### config.mk
export PLATFORM = sky130hd
export DESIGN_NAME = rate_limited_tx_queue_unit
export DESIGN_NICKNAME = d
export VERILOG_FILES = /design/src/hdl/rltq_pkg.sv /design/src/hdl/rate_limited_tx_queue_unit.sv
export SDC_FILE = /design/constraint.sdc
export NUM_CORES = 1
export LEC_CHECK = 0
export BUFFER_PORTS_ARGS = -buffer_cell sky130_fd_sc_hd__clkbuf_2
export CORE_MARGIN = 4
export CORE_UTILIZATION = 55
export CTS_CLUSTER_DIAMETER = 120
export DETAILED_ROUTE_END_ITERATION = 8
export PLACE_DENSITY_LB_ADDON = 0.15
export SYNTH_ARGS = -nofsm -noshare
export SYNTH_HDL_FRONTEND = slang
export SYNTH_SLANG_ARGS = --single-unit
### constraint.sdc
create_clock -name clk -period 15.25 [get_ports clk]
set_input_delay 2.2875 -clock clk [delete_from_list [all_inputs] [get_ports clk]]
set_output_delay 2.2875 -clock clk [all_outputs]
set_load 0.01 [all_outputs]
### src/hdl/rltq_pkg.sv
// Types and constants of the rate limited transmit queue.
package rltq_pkg;

    localparam int SUB_ID_W = 16;
    localparam int RECV_W   = 16;
    localparam int PLEN_W   = 8;
    localparam int HANDLE_W = 8;
    localparam int TIME_W   = 32;
    localparam int STORED_W = 9;
    localparam int FLEN_W   = 10;
    localparam int SEQ_W    = 8;
    localparam int LIMIT_W  = 16;
    localparam int ADDR_W   = 5;
    localparam int DATA_W   = 32;

    localparam logic OP_PUSH = 1'b0;
    localparam logic OP_TICK = 1'b1;

    typedef enum logic [2:0] {
        ST_QUEUED   = 3'd0,
        ST_TOO_LONG = 3'd1,
        ST_FULL     = 3'd2,
        ST_BAD_SUB  = 3'd3,
        ST_SENT     = 3'd4,
        ST_IDLE     = 3'd5,
        ST_DEFERRED = 3'd6,
        ST_DROPPED  = 3'd7
    } status_t;

    typedef enum logic [2:0] {
        REG_SENTRY_MODE  = 3'd0,
        REG_LIMIT_NORMAL = 3'd1,
        REG_LIMIT_SENTRY = 3'd2,
        REG_MIN_GAP      = 3'd3,
        REG_MAX_USER_LEN = 3'd4,
        REG_SUB_ID_MIN   = 3'd5,
        REG_SUB_ID_MAX   = 3'd6,
        REG_FRAME_MAX    = 3'd7
    } reg_idx_t;

    localparam logic [LIMIT_W-1:0]  RST_LIMIT_NORMAL = 16'd3720;
    localparam logic [LIMIT_W-1:0]  RST_LIMIT_SENTRY = 16'd3720;
    localparam logic [15:0]         RST_MIN_GAP      = 16'd34;
    localparam logic [PLEN_W-1:0]   RST_MAX_USER_LEN = 8'd113;
    localparam logic [SUB_ID_W-1:0] RST_SUB_ID_MIN   = 16'd512;
    localparam logic [SUB_ID_W-1:0] RST_SUB_ID_MAX   = 16'd767;
    localparam logic [8:0]          RST_FRAME_MAX    = 9'd128;

    typedef struct packed {
        logic [SUB_ID_W-1:0] sub_id;
        logic [RECV_W-1:0]   receiver;
        logic [STORED_W-1:0] stored_len;
        logic [HANDLE_W-1:0] handle;
    } slot_t;

endpackage

### src/hdl/rate_limited_tx_queue_unit.sv
// Rate limited transmit queue: message ring with send spacing and byte window budget.
// An accepted item passes the input stage register and then the result stage register that drives done.
// Throughput: one item per cycle; busy stays low, the head entry is prefetched
// from the queue memory into a register so every item finishes in one pass.
// Reset clears pointers, window state, sequence count and configuration;
// the queue memory itself is not cleared.
module rate_limited_tx_queue_unit
    import rltq_pkg::*;
#(
    parameter int QUEUE_SLOTS    = 16,
    parameter int HEADER_BYTES   = 6,
    parameter int FRAME_OVERHEAD = 9,
    parameter int WINDOW_MS      = 1000
)
(
    input  logic                clk,
    input  logic                rst_n,
    input  logic                psel,
    input  logic                penable,
    input  logic                pwrite,
    input  logic [ADDR_W-1:0]   paddr,
    input  logic [DATA_W-1:0]   pwdata,
    output logic [DATA_W-1:0]   prdata,
    output logic                pready,
    input  logic                start,
    output logic                busy,
    input  logic                op,
    input  logic [SUB_ID_W-1:0] sub_id,
    input  logic [RECV_W-1:0]   receiver,
    input  logic [PLEN_W-1:0]   payload_len,
    input  logic [HANDLE_W-1:0] payload_handle,
    input  logic [TIME_W-1:0]   now_ms,
    output logic                done,
    output logic [2:0]          status,
    output logic [HANDLE_W-1:0] out_handle,
    output logic [SUB_ID_W-1:0] out_sub_id,
    output logic [RECV_W-1:0]   out_receiver,
    output logic [8:0]          frame_len,
    output logic [SEQ_W-1:0]    frame_seq
);

    localparam int PTR_W = (QUEUE_SLOTS > 1) ? $clog2(QUEUE_SLOTS) : 1;
    localparam logic [PTR_W-1:0] LAST_SLOT = PTR_W'(QUEUE_SLOTS - 1);

    function automatic logic [PTR_W-1:0] next_ptr(input logic [PTR_W-1:0] p);
        logic [PTR_W-1:0] n;
        n = (p == LAST_SLOT) ? '0 : p + 1'b1;
        return n;
    endfunction

    // Configuration registers.
    logic                sentry_mode_reg;
    logic [LIMIT_W-1:0]  limit_normal_reg;
    logic [LIMIT_W-1:0]  limit_sentry_reg;
    logic [15:0]         min_gap_reg;
    logic [PLEN_W-1:0]   max_user_len_reg;
    logic [SUB_ID_W-1:0] sub_id_min_reg;
    logic [SUB_ID_W-1:0] sub_id_max_reg;
    logic [8:0]          frame_max_reg;

    // Input stage.
    logic                item_valid_reg;
    logic                op_reg;
    logic [SUB_ID_W-1:0] sub_id_reg;
    logic [RECV_W-1:0]   receiver_reg;
    logic [PLEN_W-1:0]   plen_reg;
    logic [HANDLE_W-1:0] handle_reg;
    logic [TIME_W-1:0]   now_reg;

    // Queue and scheduler state.
    slot_t               queue_mem [QUEUE_SLOTS];
    slot_t               head_entry_reg;
    logic [PTR_W-1:0]    head_reg, head_next;
    logic [PTR_W-1:0]    tail_reg, tail_next;
    logic [TIME_W-1:0]   window_bytes_reg, window_bytes_next;
    logic [TIME_W-1:0]   window_start_reg, window_start_next;
    logic [TIME_W-1:0]   last_send_reg, last_send_next;
    logic [SEQ_W-1:0]    seq_reg, seq_next;

    // Result stage.
    logic                done_reg;
    status_t             status_reg, status_next;
    logic [HANDLE_W-1:0] out_handle_reg, out_handle_next;
    logic [SUB_ID_W-1:0] out_sub_id_reg, out_sub_id_next;
    logic [RECV_W-1:0]   out_receiver_reg, out_receiver_next;
    logic [8:0]          frame_len_reg, frame_len_next;
    logic [SEQ_W-1:0]    frame_seq_reg, frame_seq_next;

    logic                cfg_wr;
    logic [2:0]          cfg_idx;
    logic                accept;
    logic                wr_en;
    slot_t               wr_data;
    slot_t               push_slot;
    logic [LIMIT_W-1:0]  limit;
    logic                queue_full;
    logic                queue_empty;
    logic [TIME_W-1:0]   window_age;
    logic                window_restart;
    logic [TIME_W-1:0]   window_bytes_eff;
    logic [TIME_W-1:0]   gap;
    logic                too_soon;
    logic [TIME_W:0]     budget_sum;
    logic                over_budget;
    logic [FLEN_W-1:0]   flen;
    logic                frame_too_long;
    logic                len_bad;
    logic                sub_bad;

    assign pready = 1'b1;
    assign busy   = 1'b0;
    assign accept = start && !busy;
    assign cfg_wr = psel && penable && pwrite && pready;
    assign cfg_idx = paddr[ADDR_W-1:2];

    always_ff @(posedge clk or negedge rst_n)
    begin
        if (!rst_n)
        begin
            sentry_mode_reg  <= 1'b0;
            limit_normal_reg <= RST_LIMIT_NORMAL;
            limit_sentry_reg <= RST_LIMIT_SENTRY;
            min_gap_reg      <= RST_MIN_GAP;
            max_user_len_reg <= RST_MAX_USER_LEN;
            sub_id_min_reg   <= RST_SUB_ID_MIN;
            sub_id_max_reg   <= RST_SUB_ID_MAX;
            frame_max_reg    <= RST_FRAME_MAX;
        end
        else if (cfg_wr)
        begin
            case (reg_idx_t'(cfg_idx))
                REG_SENTRY_MODE:  sentry_mode_reg  <= pwdata[0];
                REG_LIMIT_NORMAL: limit_normal_reg <= pwdata[LIMIT_W-1:0];
                REG_LIMIT_SENTRY: limit_sentry_reg <= pwdata[LIMIT_W-1:0];
                REG_MIN_GAP:      min_gap_reg      <= pwdata[15:0];
                REG_MAX_USER_LEN: max_user_len_reg <= pwdata[PLEN_W-1:0];
                REG_SUB_ID_MIN:   sub_id_min_reg   <= pwdata[SUB_ID_W-1:0];
                REG_SUB_ID_MAX:   sub_id_max_reg   <= pwdata[SUB_ID_W-1:0];
                REG_FRAME_MAX:    frame_max_reg    <= pwdata[8:0];
                default:          sentry_mode_reg  <= sentry_mode_reg;
            endcase
        end
    end

    always_comb
    begin
        case (reg_idx_t'(cfg_idx))
            REG_SENTRY_MODE:  prdata = {31'd0, sentry_mode_reg};
            REG_LIMIT_NORMAL: prdata = {16'd0, limit_normal_reg};
            REG_LIMIT_SENTRY: prdata = {16'd0, limit_sentry_reg};
            REG_MIN_GAP:      prdata = {16'd0, min_gap_reg};
            REG_MAX_USER_LEN: prdata = {24'd0, max_user_len_reg};
            REG_SUB_ID_MIN:   prdata = {16'd0, sub_id_min_reg};
            REG_SUB_ID_MAX:   prdata = {16'd0, sub_id_max_reg};
            REG_FRAME_MAX:    prdata = {23'd0, frame_max_reg};
            default:          prdata = '0;
        endcase
    end

    always_ff @(posedge clk or negedge rst_n)
    begin
        if (!rst_n)
        begin
            item_valid_reg <= 1'b0;
        end
        else
        begin
            item_valid_reg <= accept;
        end
    end

    always_ff @(posedge clk)
    begin
        if (accept)
        begin
            op_reg       <= op;
            sub_id_reg   <= sub_id;
            receiver_reg <= receiver;
            plen_reg     <= payload_len;
            handle_reg   <= payload_handle;
            now_reg      <= now_ms;
        end
    end

    assign limit       = sentry_mode_reg ? limit_sentry_reg : limit_normal_reg;
    assign queue_full  = (next_ptr(tail_reg) == head_reg);
    assign queue_empty = (head_reg == tail_reg);

    assign window_age       = now_reg - window_start_reg;
    assign window_restart   = (window_age >= TIME_W'(WINDOW_MS));
    assign window_bytes_eff = window_restart ? '0 : window_bytes_reg;
    assign gap              = now_reg - last_send_reg;
    assign too_soon         = (gap < {16'd0, min_gap_reg});

    assign budget_sum = {1'b0, window_bytes_eff} + (TIME_W+1)'(head_entry_reg.stored_len);
    assign over_budget = (budget_sum > (TIME_W+1)'(limit));
    assign flen = FLEN_W'(FRAME_OVERHEAD) + {1'b0, head_entry_reg.stored_len};
    assign frame_too_long = (flen > {1'b0, frame_max_reg});

    assign len_bad = (plen_reg > max_user_len_reg);
    assign sub_bad = (sub_id_reg < sub_id_min_reg) || (sub_id_reg > sub_id_max_reg);

    assign push_slot.sub_id     = sub_id_reg;
    assign push_slot.receiver   = receiver_reg;
    assign push_slot.stored_len = STORED_W'(HEADER_BYTES) + {1'b0, plen_reg};
    assign push_slot.handle     = handle_reg;

    always_comb
    begin
        head_next         = head_reg;
        tail_next         = tail_reg;
        window_bytes_next = window_bytes_reg;
        window_start_next = window_start_reg;
        last_send_next    = last_send_reg;
        seq_next          = seq_reg;
        wr_en             = 1'b0;
        wr_data           = push_slot;
        status_next       = ST_QUEUED;
        out_handle_next   = '0;
        out_sub_id_next   = '0;
        out_receiver_next = '0;
        frame_len_next    = '0;
        frame_seq_next    = '0;

        if (item_valid_reg)
        begin
            if (op_reg == OP_PUSH)
            begin
                if (len_bad)
                begin
                    status_next = ST_TOO_LONG;
                end
                else if (sub_bad)
                begin
                    status_next = ST_BAD_SUB;
                end
                else if (queue_full)
                begin
                    status_next = ST_FULL;
                end
                else
                begin
                    wr_en       = 1'b1;
                    tail_next   = next_ptr(tail_reg);
                    status_next = ST_QUEUED;
                end
            end
            else
            begin
                if (window_restart)
                begin
                    window_bytes_next = '0;
                    window_start_next = now_reg;
                end
                if (too_soon || queue_empty)
                begin
                    status_next = ST_IDLE;
                end
                else
                begin
                    head_next = next_ptr(head_reg);
                    if (over_budget)
                    begin
                        // The head entry goes back to the rear of the ring.
                        wr_en       = 1'b1;
                        wr_data     = head_entry_reg;
                        tail_next   = next_ptr(tail_reg);
                        status_next = ST_DEFERRED;
                    end
                    else
                    begin
                        last_send_next = now_reg;
                        if (frame_too_long)
                        begin
                            status_next = ST_DROPPED;
                        end
                        else
                        begin
                            window_bytes_next = window_bytes_eff + TIME_W'(flen);
                            seq_next          = seq_reg + 1'b1;
                            status_next       = ST_SENT;
                            out_handle_next   = head_entry_reg.handle;
                            out_sub_id_next   = head_entry_reg.sub_id;
                            out_receiver_next = head_entry_reg.receiver;
                            frame_len_next    = flen[8:0];
                            frame_seq_next    = seq_reg;
                        end
                    end
                end
            end
        end
    end

    // The register after the memory always holds the entry at the next head;
    // a write to that same slot in this cycle is forwarded.
    always_ff @(posedge clk)
    begin
        if (wr_en)
        begin
            queue_mem[tail_reg] <= wr_data;
        end
        if (wr_en && (tail_reg == head_next))
        begin
            head_entry_reg <= wr_data;
        end
        else
        begin
            head_entry_reg <= queue_mem[head_next];
        end
    end

    always_ff @(posedge clk or negedge rst_n)
    begin
        if (!rst_n)
        begin
            head_reg         <= '0;
            tail_reg         <= '0;
            window_bytes_reg <= '0;
            window_start_reg <= '0;
            last_send_reg    <= '0;
            seq_reg          <= '0;
            done_reg         <= 1'b0;
            status_reg       <= ST_QUEUED;
            out_handle_reg   <= '0;
            out_sub_id_reg   <= '0;
            out_receiver_reg <= '0;
            frame_len_reg    <= '0;
            frame_seq_reg    <= '0;
        end
        else
        begin
            head_reg         <= head_next;
            tail_reg         <= tail_next;
            window_bytes_reg <= window_bytes_next;
            window_start_reg <= window_start_next;
            last_send_reg    <= last_send_next;
            seq_reg          <= seq_next;
            done_reg         <= item_valid_reg;
            status_reg       <= status_next;
            out_handle_reg   <= out_handle_next;
            out_sub_id_reg   <= out_sub_id_next;
            out_receiver_reg <= out_receiver_next;
            frame_len_reg    <= frame_len_next;
            frame_seq_reg    <= frame_seq_next;
        end
    end

    assign done         = done_reg;
    assign status       = status_reg;
    assign out_handle   = out_handle_reg;
    assign out_sub_id   = out_sub_id_reg;
    assign out_receiver = out_receiver_reg;
    assign frame_len    = frame_len_reg;
    assign frame_seq    = frame_seq_reg;

endmodule

==> impl_metrics.yaml <==
detailed_routing:
  dr_total_vias: 29900
  wirelength_um: 128000
  dr.pass1.iters: 5
  wl_per_cell_um: 26.3
  ant_nets: 0
  drc: 0
  drt_iter0_markers: 2942
  avgViaCountPerCell: 6.17
global_routing:
  grt_pass1_vias: 30300
  grt_pass1_wl_um: 192000
  overflow: 0
  antenna_found_initial: 8
  track_usage: 0.259
  grt_max_degree: 82
floorplan:
  ioPinCount: 219
  coreArea_um2: 93300
  die_x_um: 315
  rows: 112
  dieHeight_um: 315
  die-area_um2: 99000
  initial_core_util: 0.554
outcome:
  status: "finished, final reports clean"
synthesis:
  ys.flop_type: "edfxtp_1"
  ys_types: 95
  synth.largest_area_cell: "edfxtp_1"
  postSynthAreaPerCell_um2: 15.7
  synth_edf_count: 865
  synthTopCellsByArea: "edfxtp_1 (50%), dfrtp_1 (12%), mux4_2 (11%)"
  synth_top_area_frac: 0.502
  syn-cell-area_um2: 51700
  synth_seq_area_share: 0.636
  synthCells: 3303
  synth_seq_cells: 1141
  synth-warning-count: 0
  synthArstFlopShare: 0.238
clock_tree:
  insertion_delay_ns: 0.70
  cts.path.max_buffers: 3
  cts_root_buf: "clkbuf_16"
  ctsResizeCount: 0
  post_cts_buffers: 0
  numCtsBuffers: 113
  cts.clk_slew.worst_paths_ns: 0.06
  cts_tree: "built"
  ctsHoldBuffers: 0
  htreeDepth: 3
  clock_sinks: 1141
sta:
  maxSlewViolCount: 0
  tightest_slew_ns: 1.27
  period_needed_ns: 9.94
  setup_tns_ns: 0
  max_freq_mhz: 101
  setup_violations: 0
  maxSlewHeadroom: 0.127
  finClkSkew_ns: 0.0581
  hold_viol_final: 0
  rsz0062_at_grt: "no"
  finalCritPeriodShare: 0.652
run:
  drv_cap: 0
setup_path:
  max_stage_delay_ns: 0.90
  cp.required_ns: 15.58
  critPathSlowestCell: "a2111oi_0"
  start_kind: "flop"
  cp-end-kind: "flop"
  setup.worst_path.class: "flop to flop"
  worstPathArrival_ns: 10.27
  path_max_fanout: 29
  cp_common_cell: "ha_1"
cells_and_area:
  final_cell_mix: "edfxtp_1 (865), mux4_2 (252), dfrtp_1 (245), clkbuf_2 (180), inv_1 (173)"
  area_delta_synth_final_pct: 11.7
  fin_cells: 4852
  largest_reg_flops: 784
  drive_gt1_frac: 0.248
  fin_nets: 3787
  regMostFlops: "queue_mem"
  fillers: 6842
  final_common_cell: "edfxtp_1"
place:
  place_inst: 4630
  port_buffers: 182
  gp_congestion: 0.918
  hpwl_um: 77900
power:
  p_per_area_nw_per_um2: 175
  switching_share: 0.325
  power.internal_w: 0.00681
  pwr-share-clk: 0.282
  peakVddDrop_mv: 0.111
  power_w: 0.0101
  leakage_nw: 21.4
  combPwrFrac: 0.332
  p_sw_w: 0.00328
  pwr-share-seq: 0.386
worst_hold_path:
  holdCritPathClass: "flop to flop"
==> synthesized netlist by cell type (all sizes together) (8+ instances only) <==
library cell	number
nor4	21
clkbuf	90
nor2	95
nand4	31
nand2	170
o21ai	140
a22o	13
xor2	35
and2	95
nand3	48
mux2i	42
o311ai	8
dfrtp	245
o21a	34
a21oi	103
o211ai	20
o21bai	16
and3	28
o31ai	9
mux2	165
or3	10
nor2b	21
dfstp	27
inv	173
a211oi	19
buf	75
or2	9
nand2b	15
edfxtp	865
a31oi	15
mux4	252
ha	168
nor3	29
xnor2	51
a21o	31
and4	11
o22ai	8
==> power groups by stage <==
stage	clock network [W]	registers [W]	logic, W
global route	0.00303	0.00393	0.00366
floorplan	0	0.00384	0.00249
detailed placement	0	0.00396	0.00334
global placement	0	0.00395	0.00327
CTS	0.00289	0.00390	0.00336
finish	0.00284	0.00390	0.00335
==> worst max-delay path, delay by kind of cell, from the launching register on <==
family,cells,cell delay (ns)
buffers and inverters,1,0.64
xor gates and xnor gates,1,0.07
adders and majority gates,4,1.51
and+or+nand+nor,8,2.91
AOI/OAI and AO/OA,13,3.95
DFF,1,0.48
==> cell families after synthesis <==
family / share of synthesized area
AND/OR/NAND/NOR: 0.0620
multiplexers: 0.154
buffers and inverters: 0.0275
XOR/XNOR: 0.0146
adder cells (fa/ha/maj): 0.0422
other: 0.000145
AO/OA/AOI/OAI: 0.0633
flip-flops: 0.636
==> routing by layer <==
metal	vias up	routed length, µm	GRT usage
li1	13100	-	-
met1	15500	54300	0.372
met2	1079	61600	0.420
met3	188	8360	0.0390
met4	0	3470	0.0695
met5	-	0	0
==> per-stage QoR <==
stage / util / setup WS [ns] / cell area [µm²] / hold WS [ns]
after floorplan: - / 7.36 / 51800 / 0.394
after global placement: 0.577 / 5.53 / 53900 / 0.453
after detailed placement: 0.577 / 5.32 / 53900 / 0.454
after CTS: 0.619 / 5.31 / 57700 / 0.466
after global routing: 0.619 / 4.66 / 57700 / 0.479
final: 0.619 / 5.31 / 57800 / 0.463
==> worst paths after layout <==
check | startpoint | end | slack, ns | depth (start not counted)
min reg2reg | seq_reg[7] | seq_reg[7] | 0.46 | 1
max | now_reg[5] | queue_mem[1][43] | 5.31 | 27
max reg2reg | now_reg[5] | queue_mem[1][43] | 5.31 | 27
min | seq_reg[7] | seq_reg[7] | 0.46 | 1
min in group asynchronous | rst_n | frame_seq[6] | 1.62 | 1
max in group asynchronous | rst_n | window_start_reg[17] | 12.08 | 2
==> area by class of cell <==
type	instances	area (µm²)	share of cell area
tap	1254	1570	0.0272
inverter	173	649	0.0112
clock buffer	165	3250	0.0562
sequential	1141	32900	0.570
antenna	6	15.0	0.000260
multi-input combinational	1840	17500	0.303
timing repair buffer	222	1220	0.0212
clock inverter	51	628	0.0109
Power figures use the tool's default switching activity.
